[src/hdl/binned_weighted_time_variance_macros.svh]
// assertion macros shared by the block's modules
`ifndef BINNED_WEIGHTED_TIME_VARIANCE_MACROS_SVH
`define BINNED_WEIGHTED_TIME_VARIANCE_MACROS_SVH

// same-cycle implication, checked out of reset
`define BWTV_ASSERT_SAME(lbl, ante, cons, msg) \
    lbl: assert property (@(posedge i_clk) disable iff (!i_rst_n) (ante) |-> (cons)) \
        else $error(msg);

// next-cycle implication, checked out of reset
`define BWTV_ASSERT_NEXT(lbl, ante, cons, msg) \
    lbl: assert property (@(posedge i_clk) disable iff (!i_rst_n) (ante) |=> (cons)) \
        else $error(msg);

`endif

[src/hdl/bwtv_pkg.sv]
// types and constants of the binned weighted time variance block
package bwtv_pkg;

    // field widths
    localparam int CELL_W   = 5;
    localparam int FT_W     = 20;
    localparam int E_W      = 32;
    localparam int OFS_W    = 17;
    localparam int AXIS_W   = 16;
    localparam int HITN_W   = 11;
    localparam int BIN_W    = 7;
    localparam int SUM_W    = 48;
    localparam int MEAN_W   = 25;
    localparam int M2_W     = 63;
    localparam int CFG_W    = 16;
    localparam int CFG_IDX_W = 1;

    // time window in 1/64 ns ticks
    localparam logic [FT_W-1:0] WINDOW_TICKS = 20'd512000;
    // ceil(2^32 / 6400): bin = (ft * BIN_RECIP) >> 32, exact for 20-bit ft
    localparam logic [19:0]     BIN_RECIP    = 20'd671089;
    // rounding half for the light-path shift by 30
    localparam logic [51:0]     CORR_HALF    = 52'h0000020000000;
    localparam logic [M2_W-1:0] M2_MAX       = {M2_W{1'b1}};
    localparam logic [SUM_W-1:0] SUM_MAX     = {SUM_W{1'b1}};

    // quotient bits of the weighted-mean divider
    localparam int DIV_STEPS = 27;

    // configuration register indexes
    typedef enum logic [CFG_IDX_W-1:0] {
        CFG_LIGHT_OFFSET = 1'b0,
        CFG_LIGHT_SLOPE  = 1'b1
    } t_cfg_idx;

    // controller states
    typedef enum logic [4:0] {
        S_CLR, S_IDLE, S_BIN, S_CHK, S_DOT1, S_DOT2, S_DOT3, S_LP, S_CORR,
        S_RD, S_NEW, S_SUM, S_MDE, S_DIVI, S_DIV, S_RFIN, S_PMUL,
        S_P0, S_P1, S_P2, S_P3, S_P4, S_UPD, S_FIN
    } t_state;

    // datapath operations
    typedef enum logic [4:0] {
        OP_NONE, OP_LOAD, OP_CLR, OP_BIN, OP_CHK, OP_DOT1, OP_DOT2, OP_DOT3,
        OP_LP, OP_CORR, OP_NEWW, OP_SUM, OP_MDE, OP_DIVI, OP_DIV, OP_RFIN,
        OP_PMUL, OP_P0, OP_P1, OP_P2, OP_P3, OP_P4, OP_UPD, OP_PUSH
    } t_dp_op;

    typedef struct packed {
        logic   in_ready;
        t_dp_op op;
    } t_dp_cmd;

    typedef struct packed {
        logic in_valid;
        logic new_event;
        logic oow;
        logic clr_last;
        logic entry_valid;
        logic div_last;
        logic out_free;
    } t_dp_stat;

    // one table entry
    typedef struct packed {
        logic                valid;
        logic [HITN_W-1:0]   hitn;
        logic [SUM_W-1:0]    energy;
        logic [MEAN_W-1:0]   mean;
        logic [M2_W-1:0]     m2;
    } t_entry;

endpackage

[src/hdl/bwtv_ctrl.sv]
// controller: sequences clearing, bin lookup, mean update and result hand-off
`include "binned_weighted_time_variance_macros.svh"

module bwtv_ctrl (
    input  logic                i_clk,
    input  logic                i_rst_n,
    input  bwtv_pkg::t_dp_stat  i_stat,
    output bwtv_pkg::t_dp_cmd   o_cmd
);

    bwtv_pkg::t_state r_state, n_state;
    logic             r_item, n_item;

    // state register
    always_ff @(posedge i_clk) begin
        if (!i_rst_n) begin
            r_state <= bwtv_pkg::S_CLR;
            r_item  <= 1'b0;
        end else begin
            r_state <= n_state;
            r_item  <= n_item;
        end
    end

    // next state and commands
    always_comb begin
        n_state         = r_state;
        n_item          = r_item;
        o_cmd.in_ready  = 1'b0;
        o_cmd.op        = bwtv_pkg::OP_NONE;
        unique case (r_state)
            bwtv_pkg::S_CLR: begin
                o_cmd.op = bwtv_pkg::OP_CLR;
                if (i_stat.clr_last) begin
                    n_state = r_item ? bwtv_pkg::S_BIN : bwtv_pkg::S_IDLE;
                end
            end
            bwtv_pkg::S_IDLE: begin
                o_cmd.in_ready = 1'b1;
                if (i_stat.in_valid) begin
                    o_cmd.op = bwtv_pkg::OP_LOAD;
                    n_item   = 1'b1;
                    n_state  = i_stat.new_event ? bwtv_pkg::S_CLR : bwtv_pkg::S_BIN;
                end
            end
            bwtv_pkg::S_BIN: begin
                o_cmd.op = bwtv_pkg::OP_BIN;
                n_state  = bwtv_pkg::S_CHK;
            end
            bwtv_pkg::S_CHK: begin
                o_cmd.op = bwtv_pkg::OP_CHK;
                n_state  = i_stat.oow ? bwtv_pkg::S_FIN : bwtv_pkg::S_DOT1;
            end
            bwtv_pkg::S_DOT1: begin
                o_cmd.op = bwtv_pkg::OP_DOT1;
                n_state  = bwtv_pkg::S_DOT2;
            end
            bwtv_pkg::S_DOT2: begin
                o_cmd.op = bwtv_pkg::OP_DOT2;
                n_state  = bwtv_pkg::S_DOT3;
            end
            bwtv_pkg::S_DOT3: begin
                o_cmd.op = bwtv_pkg::OP_DOT3;
                n_state  = bwtv_pkg::S_LP;
            end
            bwtv_pkg::S_LP: begin
                o_cmd.op = bwtv_pkg::OP_LP;
                n_state  = bwtv_pkg::S_CORR;
            end
            bwtv_pkg::S_CORR: begin
                o_cmd.op = bwtv_pkg::OP_CORR;
                n_state  = bwtv_pkg::S_RD;
            end
            bwtv_pkg::S_RD: begin
                n_state = i_stat.entry_valid ? bwtv_pkg::S_SUM : bwtv_pkg::S_NEW;
            end
            bwtv_pkg::S_NEW: begin
                o_cmd.op = bwtv_pkg::OP_NEWW;
                n_state  = bwtv_pkg::S_FIN;
            end
            bwtv_pkg::S_SUM: begin
                o_cmd.op = bwtv_pkg::OP_SUM;
                n_state  = bwtv_pkg::S_MDE;
            end
            bwtv_pkg::S_MDE: begin
                o_cmd.op = bwtv_pkg::OP_MDE;
                n_state  = bwtv_pkg::S_DIVI;
            end
            bwtv_pkg::S_DIVI: begin
                o_cmd.op = bwtv_pkg::OP_DIVI;
                n_state  = bwtv_pkg::S_DIV;
            end
            bwtv_pkg::S_DIV: begin
                o_cmd.op = bwtv_pkg::OP_DIV;
                if (i_stat.div_last) begin
                    n_state = bwtv_pkg::S_RFIN;
                end
            end
            bwtv_pkg::S_RFIN: begin
                o_cmd.op = bwtv_pkg::OP_RFIN;
                n_state  = bwtv_pkg::S_PMUL;
            end
            bwtv_pkg::S_PMUL: begin
                o_cmd.op = bwtv_pkg::OP_PMUL;
                n_state  = bwtv_pkg::S_P0;
            end
            bwtv_pkg::S_P0: begin
                o_cmd.op = bwtv_pkg::OP_P0;
                n_state  = bwtv_pkg::S_P1;
            end
            bwtv_pkg::S_P1: begin
                o_cmd.op = bwtv_pkg::OP_P1;
                n_state  = bwtv_pkg::S_P2;
            end
            bwtv_pkg::S_P2: begin
                o_cmd.op = bwtv_pkg::OP_P2;
                n_state  = bwtv_pkg::S_P3;
            end
            bwtv_pkg::S_P3: begin
                o_cmd.op = bwtv_pkg::OP_P3;
                n_state  = bwtv_pkg::S_P4;
            end
            bwtv_pkg::S_P4: begin
                o_cmd.op = bwtv_pkg::OP_P4;
                n_state  = bwtv_pkg::S_UPD;
            end
            bwtv_pkg::S_UPD: begin
                o_cmd.op = bwtv_pkg::OP_UPD;
                n_state  = bwtv_pkg::S_FIN;
            end
            bwtv_pkg::S_FIN: begin
                if (i_stat.out_free) begin
                    o_cmd.op = bwtv_pkg::OP_PUSH;
                    n_item   = 1'b0;
                    n_state  = bwtv_pkg::S_IDLE;
                end
            end
            default: begin
                n_state = bwtv_pkg::S_IDLE;
            end
        endcase
    end

    // checks
    `BWTV_ASSERT_SAME(a_ready_no_item, o_cmd.in_ready, !r_item, "ready raised while a deposit is in work")
    `BWTV_ASSERT_NEXT(a_div_stays, r_state == bwtv_pkg::S_DIV, r_state == bwtv_pkg::S_DIV || r_state == bwtv_pkg::S_RFIN, "divider left early")
    `BWTV_ASSERT_NEXT(a_clr_stays, r_state == bwtv_pkg::S_CLR && !i_stat.clr_last, r_state == bwtv_pkg::S_CLR, "clearing pass cut short")

endmodule

[config.mk]
export PLATFORM = sky130hd
export DESIGN_NAME = bwtv_ctrl
export DESIGN_NICKNAME = d
export VERILOG_FILES = /design/src/hdl/bwtv_pkg.sv /design/src/hdl/bwtv_ctrl.sv
export VERILOG_INCLUDE_DIRS = /design/src /design/src/hdl
export SDC_FILE = /design/constraint.sdc
export NUM_CORES = 1
export LEC_CHECK = 0
export BUFFER_PORTS_ARGS = -buffer_cell sky130_fd_sc_hd__buf_2
export CELL_PAD_IN_SITES_DETAIL_PLACEMENT = 1
export CELL_PAD_IN_SITES_GLOBAL_PLACEMENT = 1
export CORE_AREA = 3 3 49 51
export CTS_CLUSTER_SIZE = 12
export DETAILED_ROUTE_END_ITERATION = 10
export DIE_AREA = 0 0 52 54
export GPL_TIMING_DRIVEN = 0
export HOLD_SLACK_MARGIN = 0.03
export PLACE_DENSITY = 0.8
export RECOVER_POWER = 100
export SLEW_MARGIN = 20
export SYNTH_ARGS = -nofsm -noshare
export SYNTH_HDL_FRONTEND = slang
export SYNTH_SLANG_ARGS = --single-unit
[constraint.sdc]
create_clock -name i_clk -period 1.6 [get_ports i_clk]
set_input_delay 0.16 -clock i_clk [delete_from_list [all_inputs] [get_ports i_clk]]
set_output_delay 0.16 -clock i_clk [all_outputs]
set_load 0.02 [all_outputs]
# After elaboration in Yosys (flattened, before gate mapping)
# Cells that the tools add are included.
[op_classes] muxes=16 eq_ne=27 reduce_logical=5
[op_table] op="case mux 5 bit (23 select lines)" n=2
[op_table] op="equality test 5 x 4 -> 1 bit (second input constant)" n=8
[op_table] op="equality test 5 bit (second input constant)" n=8
[op_table] op="two-way mux 5 bit" n=6
[op_table] op="equality test 5 x 3 -> 1 bit (second input constant)" n=4
[op_table] op="equality test 5 x 2 -> 1 bit (second input constant)" n=2
[op_table] op="inequality test 2 bit (second input constant)" n=4
[op_table] op="equality test 5 x 1 -> 1 bit (second input constant)" n=1
[op_table] op="zero test 5 bit" n=1
[op_table] op="two-way mux 1 bit" n=5
[op_table] op="two-way mux 2 bit" n=2
[op_table] op="AND reduction 4 bit" n=1
[op_table] op="AND reduction 3 bit" n=1
[op_table] op="case mux 1 bit (2 select lines)" n=1
[op_table] op="nonzero test 2 bit" n=1
[op_table] op="OR reduction 2 bit" n=1
[totals] input_bits=9 ff_bits=6 output_inout_bits=6

# Logic depth before layout (Yosys ltp)
[depth] ltp_word=3 depth_mapped=6

# Least setup slack after synthesis
# No wires, ideal clock.
[synth_timing] path_type="register to output" from="register r_state[0]" to="output o_cmd[0] in the netlist's numbering" arrival_ns=1.368 path_stages_with_launch=7 setup_slack_ns=0.072 required_ns=1.440 n_path_buf=2 path_cell_list="dfxtp_1 buf_2 clkbuf_1 nand3b_1 a21oi_1 a31oi_1 o22ai_1"
[synth_rtl] item="from (decl)" line="bwtv_ctrl.sv:11" rtl="bwtv_pkg::t_state r_state, n_state;"
[synth_rtl] item="from (signal assigned)" line="bwtv_ctrl.sv:17" rtl="r_state <= bwtv_pkg::S_CLR;"
[synth_rtl] item="from (signal assigned)" line="bwtv_ctrl.sv:20" rtl="r_state <= n_state;"
[synth_rtl] item="to (decl)" line="bwtv_ctrl.sv:8" rtl="output bwtv_pkg::t_dp_cmd o_cmd"

# Worst setup path in the final report
[layout_timing] from="register r_state[2]" to="register r_state[1]"
[layout_via] elab_chain_cells=3 word_cells_on_any_way=31
[layout_lines] item="equality test 5 bit, or another cell as far along" line="bwtv_ctrl.sv:31" rtl="unique case (r_state)"
[layout_lines] item="OR reduction 2 bit (no line) / inequality test 2 bit (equally long branches)"
[layout_lines] item="case mux 5 bit (23 select lines) / AND reduction 4 bit (equally long branches)"
# Several ways; a longest one is shown, not always the timed one.
# A chain may end at the register's enable or synchronous reset.

==> impl_metrics.yaml <==
layout:
  area_growth_pct: 47.6
  nets: 141
  n_antenna_cell: 0
  finish.utilization: 0.552
  fillers: 247
  drive_above_1_share: 0.485
  fin_area_sq_um: 1090
sta:
  setup_tns_ns: -0.461
  drv_slew: 0
  fmax_ghz: 0.576
  fin_skew_ns: 0.00874
  period_share: 1.09
  relSlewSlack: 0.639
  layout_setup_ws_ns: -0.137
  hold_viol_final: 0
  tightest_slew_ns: 0.539
  final.min_clock_period_ns: 1.74
  setup_viol: 5
  rsz0062_at_grt: "true"
route:
  dr.pass1.iters: 4
  num_vias: 1001
  vias_per_cell: 6.38
  drc: 0
  wire_per_inst_um: 22.2
  drt_iter0_markers: 34
  ant_nets: 0
  postRouteWirelength_um: 3480
critical_path:
  cp_max_fo: 7
  worstReg2RegStart: "r_state[2]$_SDFFE_PN0P_"
  r2r_slack_ns: -0.14
  critPathKind: "flip-flop to flip-flop"
  cp-endpoint: "r_state[1]$_SDFFE_PN0P_"
  arrival_ns: 1.90
  reg2reg_depth: 8
  crit_start: "r_state[2]$_SDFFE_PN0P_"
  r2r-end: "r_state[1]$_SDFFE_PN0P_"
  crit_required_ns: 1.77
  cp-start-kind: "flip-flop"
  cp-end-kind: "flip-flop"
yosys:
  synth_edf_count: 0
  synth_top_area_frac: 0.162
  syn_avg_cell_area_sq_um: 7.19
  ys_types: 44
  yosys-top-cells-area: "dfxtp_1 16%, buf_4 5.1%, a21oi_1 4.7%"
  ys_seq_area_frac: 0.162
  syn_nets: 112
  synth_ff_type: "dfxtp_1"
  yosysWarningCount: 0
  syn-instance-count: 103
  synth_largest_area_cell: "dfxtp_1"
  synthArstFlopShare: 0
  syn_area_sq_um: 741
  ys_ff_latch: 6
clock_tree:
  clock-sinks: 6
  htreeDepth: 1
  clk_path_buf_depth: 2
  clockRootBuffer: "clkbuf_4"
  clk_latency_ns: 0.25
  cts.reportedPaths.clkPinSlew_ns: 0.05
  cts_tree: "yes"
  cts_buffers: 3
flow_run:
  cap_violations: 0
power:
  p_comb_frac: 0.638
  p_leak_nw: 0.442
  ir_drop_mv: 0.666
  pwr-share-seq: 0.202
  pwr-share-clk: 0.159
  p_switching_w: 0.000383
  internal-power_w: 0.000511
  netSwitchingFraction: 0.429
  power_density_nw_per_um2: 818
hold_path:
  hold_class: "input pin to flip-flop"
place:
  dp_hpwl_um: 1790
  place.gp.congestion: 0.872
  placed_area_sq_um: 845
  portBuffers: 14
  post-place-ws_ns: -0.0975
floorplanning:
  start_util: 0.374
  dieArea_sq_um: 2810
  core_area_sq_um: 1980
  die_x_um: 52
  row_count: 16
  io_pins: 15
  die_h_um: 54
global_routing:
  grt_pass1_wl_um: 4730
  grt_pass1_vias: 959
  track_usage: 0.233
  antenna_found_initial: 0
  grt_start_max_net_pins: 20
  grt.overflow.total: 0
run_status:
  violations: "setup timing"
  run_status: "complete, but fails checks"
-- worst max-delay path, cell delays in order (launching register included) --
cell and delay [ns]:
dfxtp_2 0.31, buf_6 0.12, buf_6 0.13, buf_4 0.14, buf_4 0.13, a31oi_1 0.17, o32a_1 0.27, o311ai_2 0.16
a21boi_1 0.21
-- layout make-up --
class	count	area (sq um)	share of cell area
Sequential cell	6	128	0.117
Timing Repair Buffer	26	170	0.156
Clock buffer	3	22.5	0.0206
Multi-Input combinational cell	83	611	0.558
Tap cell	27	33.8	0.0309
Buffer	9	109	0.0995
Inverter	3	20.0	0.0183
-- per-stage QoR --
step	power, W	std cells	hold slack (ns)
4_1_cts	0.000791	156	0.187
2_1_floorplan	0.000465	103	0.288
3_5_place_dp	0.000562	144	0.468
5_1_grt	0.000945	157	0.211
6_report	0.000894	157	0.217
3_3_place_gp	0.000554	144	0.454
-- layer usage --
layer / global-route usage / wire, um / vias up
li1: - / - / 446
met1: 0.289 / 1390 / 478
met2: 0.377 / 1700 / 63
met3: 0.0776 / 265 / 14
met4: 0.0786 / 123 / 0
met5: 0 / 0 / -
-- cells by family (layout without fill, tap and decap cells) --
kind of cell              Yosys count  after routing  synth area share
buffers and inverters              14             41             0.122
xor gates and xnor gates            2              2            0.0237
AOI/OAI and AO/OA                  39             39             0.383
and+or+nand+nor                    42             42             0.309
DFF                                 6              6             0.162
-- cells in the final DEF, fill, tap and decap left out, drive strengths merged, types with 2 or more instances in the layout --
cell    count
inv         2
nand2       8
a221oi      2
buf        35
nor3        4
o21ai       5
clkbuf      3
nor2        8
a22oi       2
nand3       2
a31oi       3
dfxtp       6
and3        3
a211oi      3
o311ai      2
nand2b      5
o32ai       3
a21boi      3
nor2b       4
nand3b      2
a21oi       7
-- timing repair --
action                                 CTS  global route
gates resized for setup                 26            24
setup buffers                           11             1
pin swaps                                4            10
hold buffers                             0             0
setup endpoints to repair                6             9
endpoints found under the hold margin    0             0
-- power by group through the flow --
stage	clock [W]	combinational, W	sequential [W]
2_1_floorplan	0	0.000291	0.000174
3_3_place_gp	0	0.000376	0.000178
3_5_place_dp	0	0.000384	0.000178
4_1_cts	0.000148	0.000464	0.000179
5_1_grt	0.000165	0.000598	0.000182
6_report	0.000143	0.000571	0.000181
-- cell usage after synthesis, types with 2 or more instances --
cell type	n
nor2b_1	4
inv_1	3
o21ai_0	4
buf_2	3
nand2_1	8
nand3_1	2
nand2b_1	5
dfxtp_1	6
a221oi_1	2
a21oi_1	7
buf_6	2
o32ai_1	3
a22oi_1	2
buf_4	5
and3_1	3
a31oi_1	3
a21boi_0	2
nand3b_1	2
a211oi_1	2
nor3_1	4
nor2_1	8
-- how the worst min path moves through the flow --
| stage | from | to | slack, ns | cells after the start |
|---|---|---|---|---|
| after floorplan | i_rst_n | r_state[4]$_SDFFE_PN0P_ | 0.29 | 1 |
| after global placement | i_stat[6] | r_item$_SDFFE_PN0P_ | 0.45 | 3 |
| after detailed placement | i_stat[6] | r_item$_SDFFE_PN0P_ | 0.47 | 3 |
| after CTS | i_rst_n | r_state[0]$_SDFFE_PN0P_ | 0.19 | 2 |
| after global routing | i_stat[6] | r_item$_SDFFE_PN0P_ | 0.21 | 3 |
| final | i_stat[6] | r_item$_SDFFE_PN0P_ | 0.22 | 3 |
-- sequential cells by signal, summed over array words and instances, names as in the netlist --
| register | cells |
|---|---|
| r_state | 5 |
| r_item | 1 |
Power figures use the tool's default switching activity.
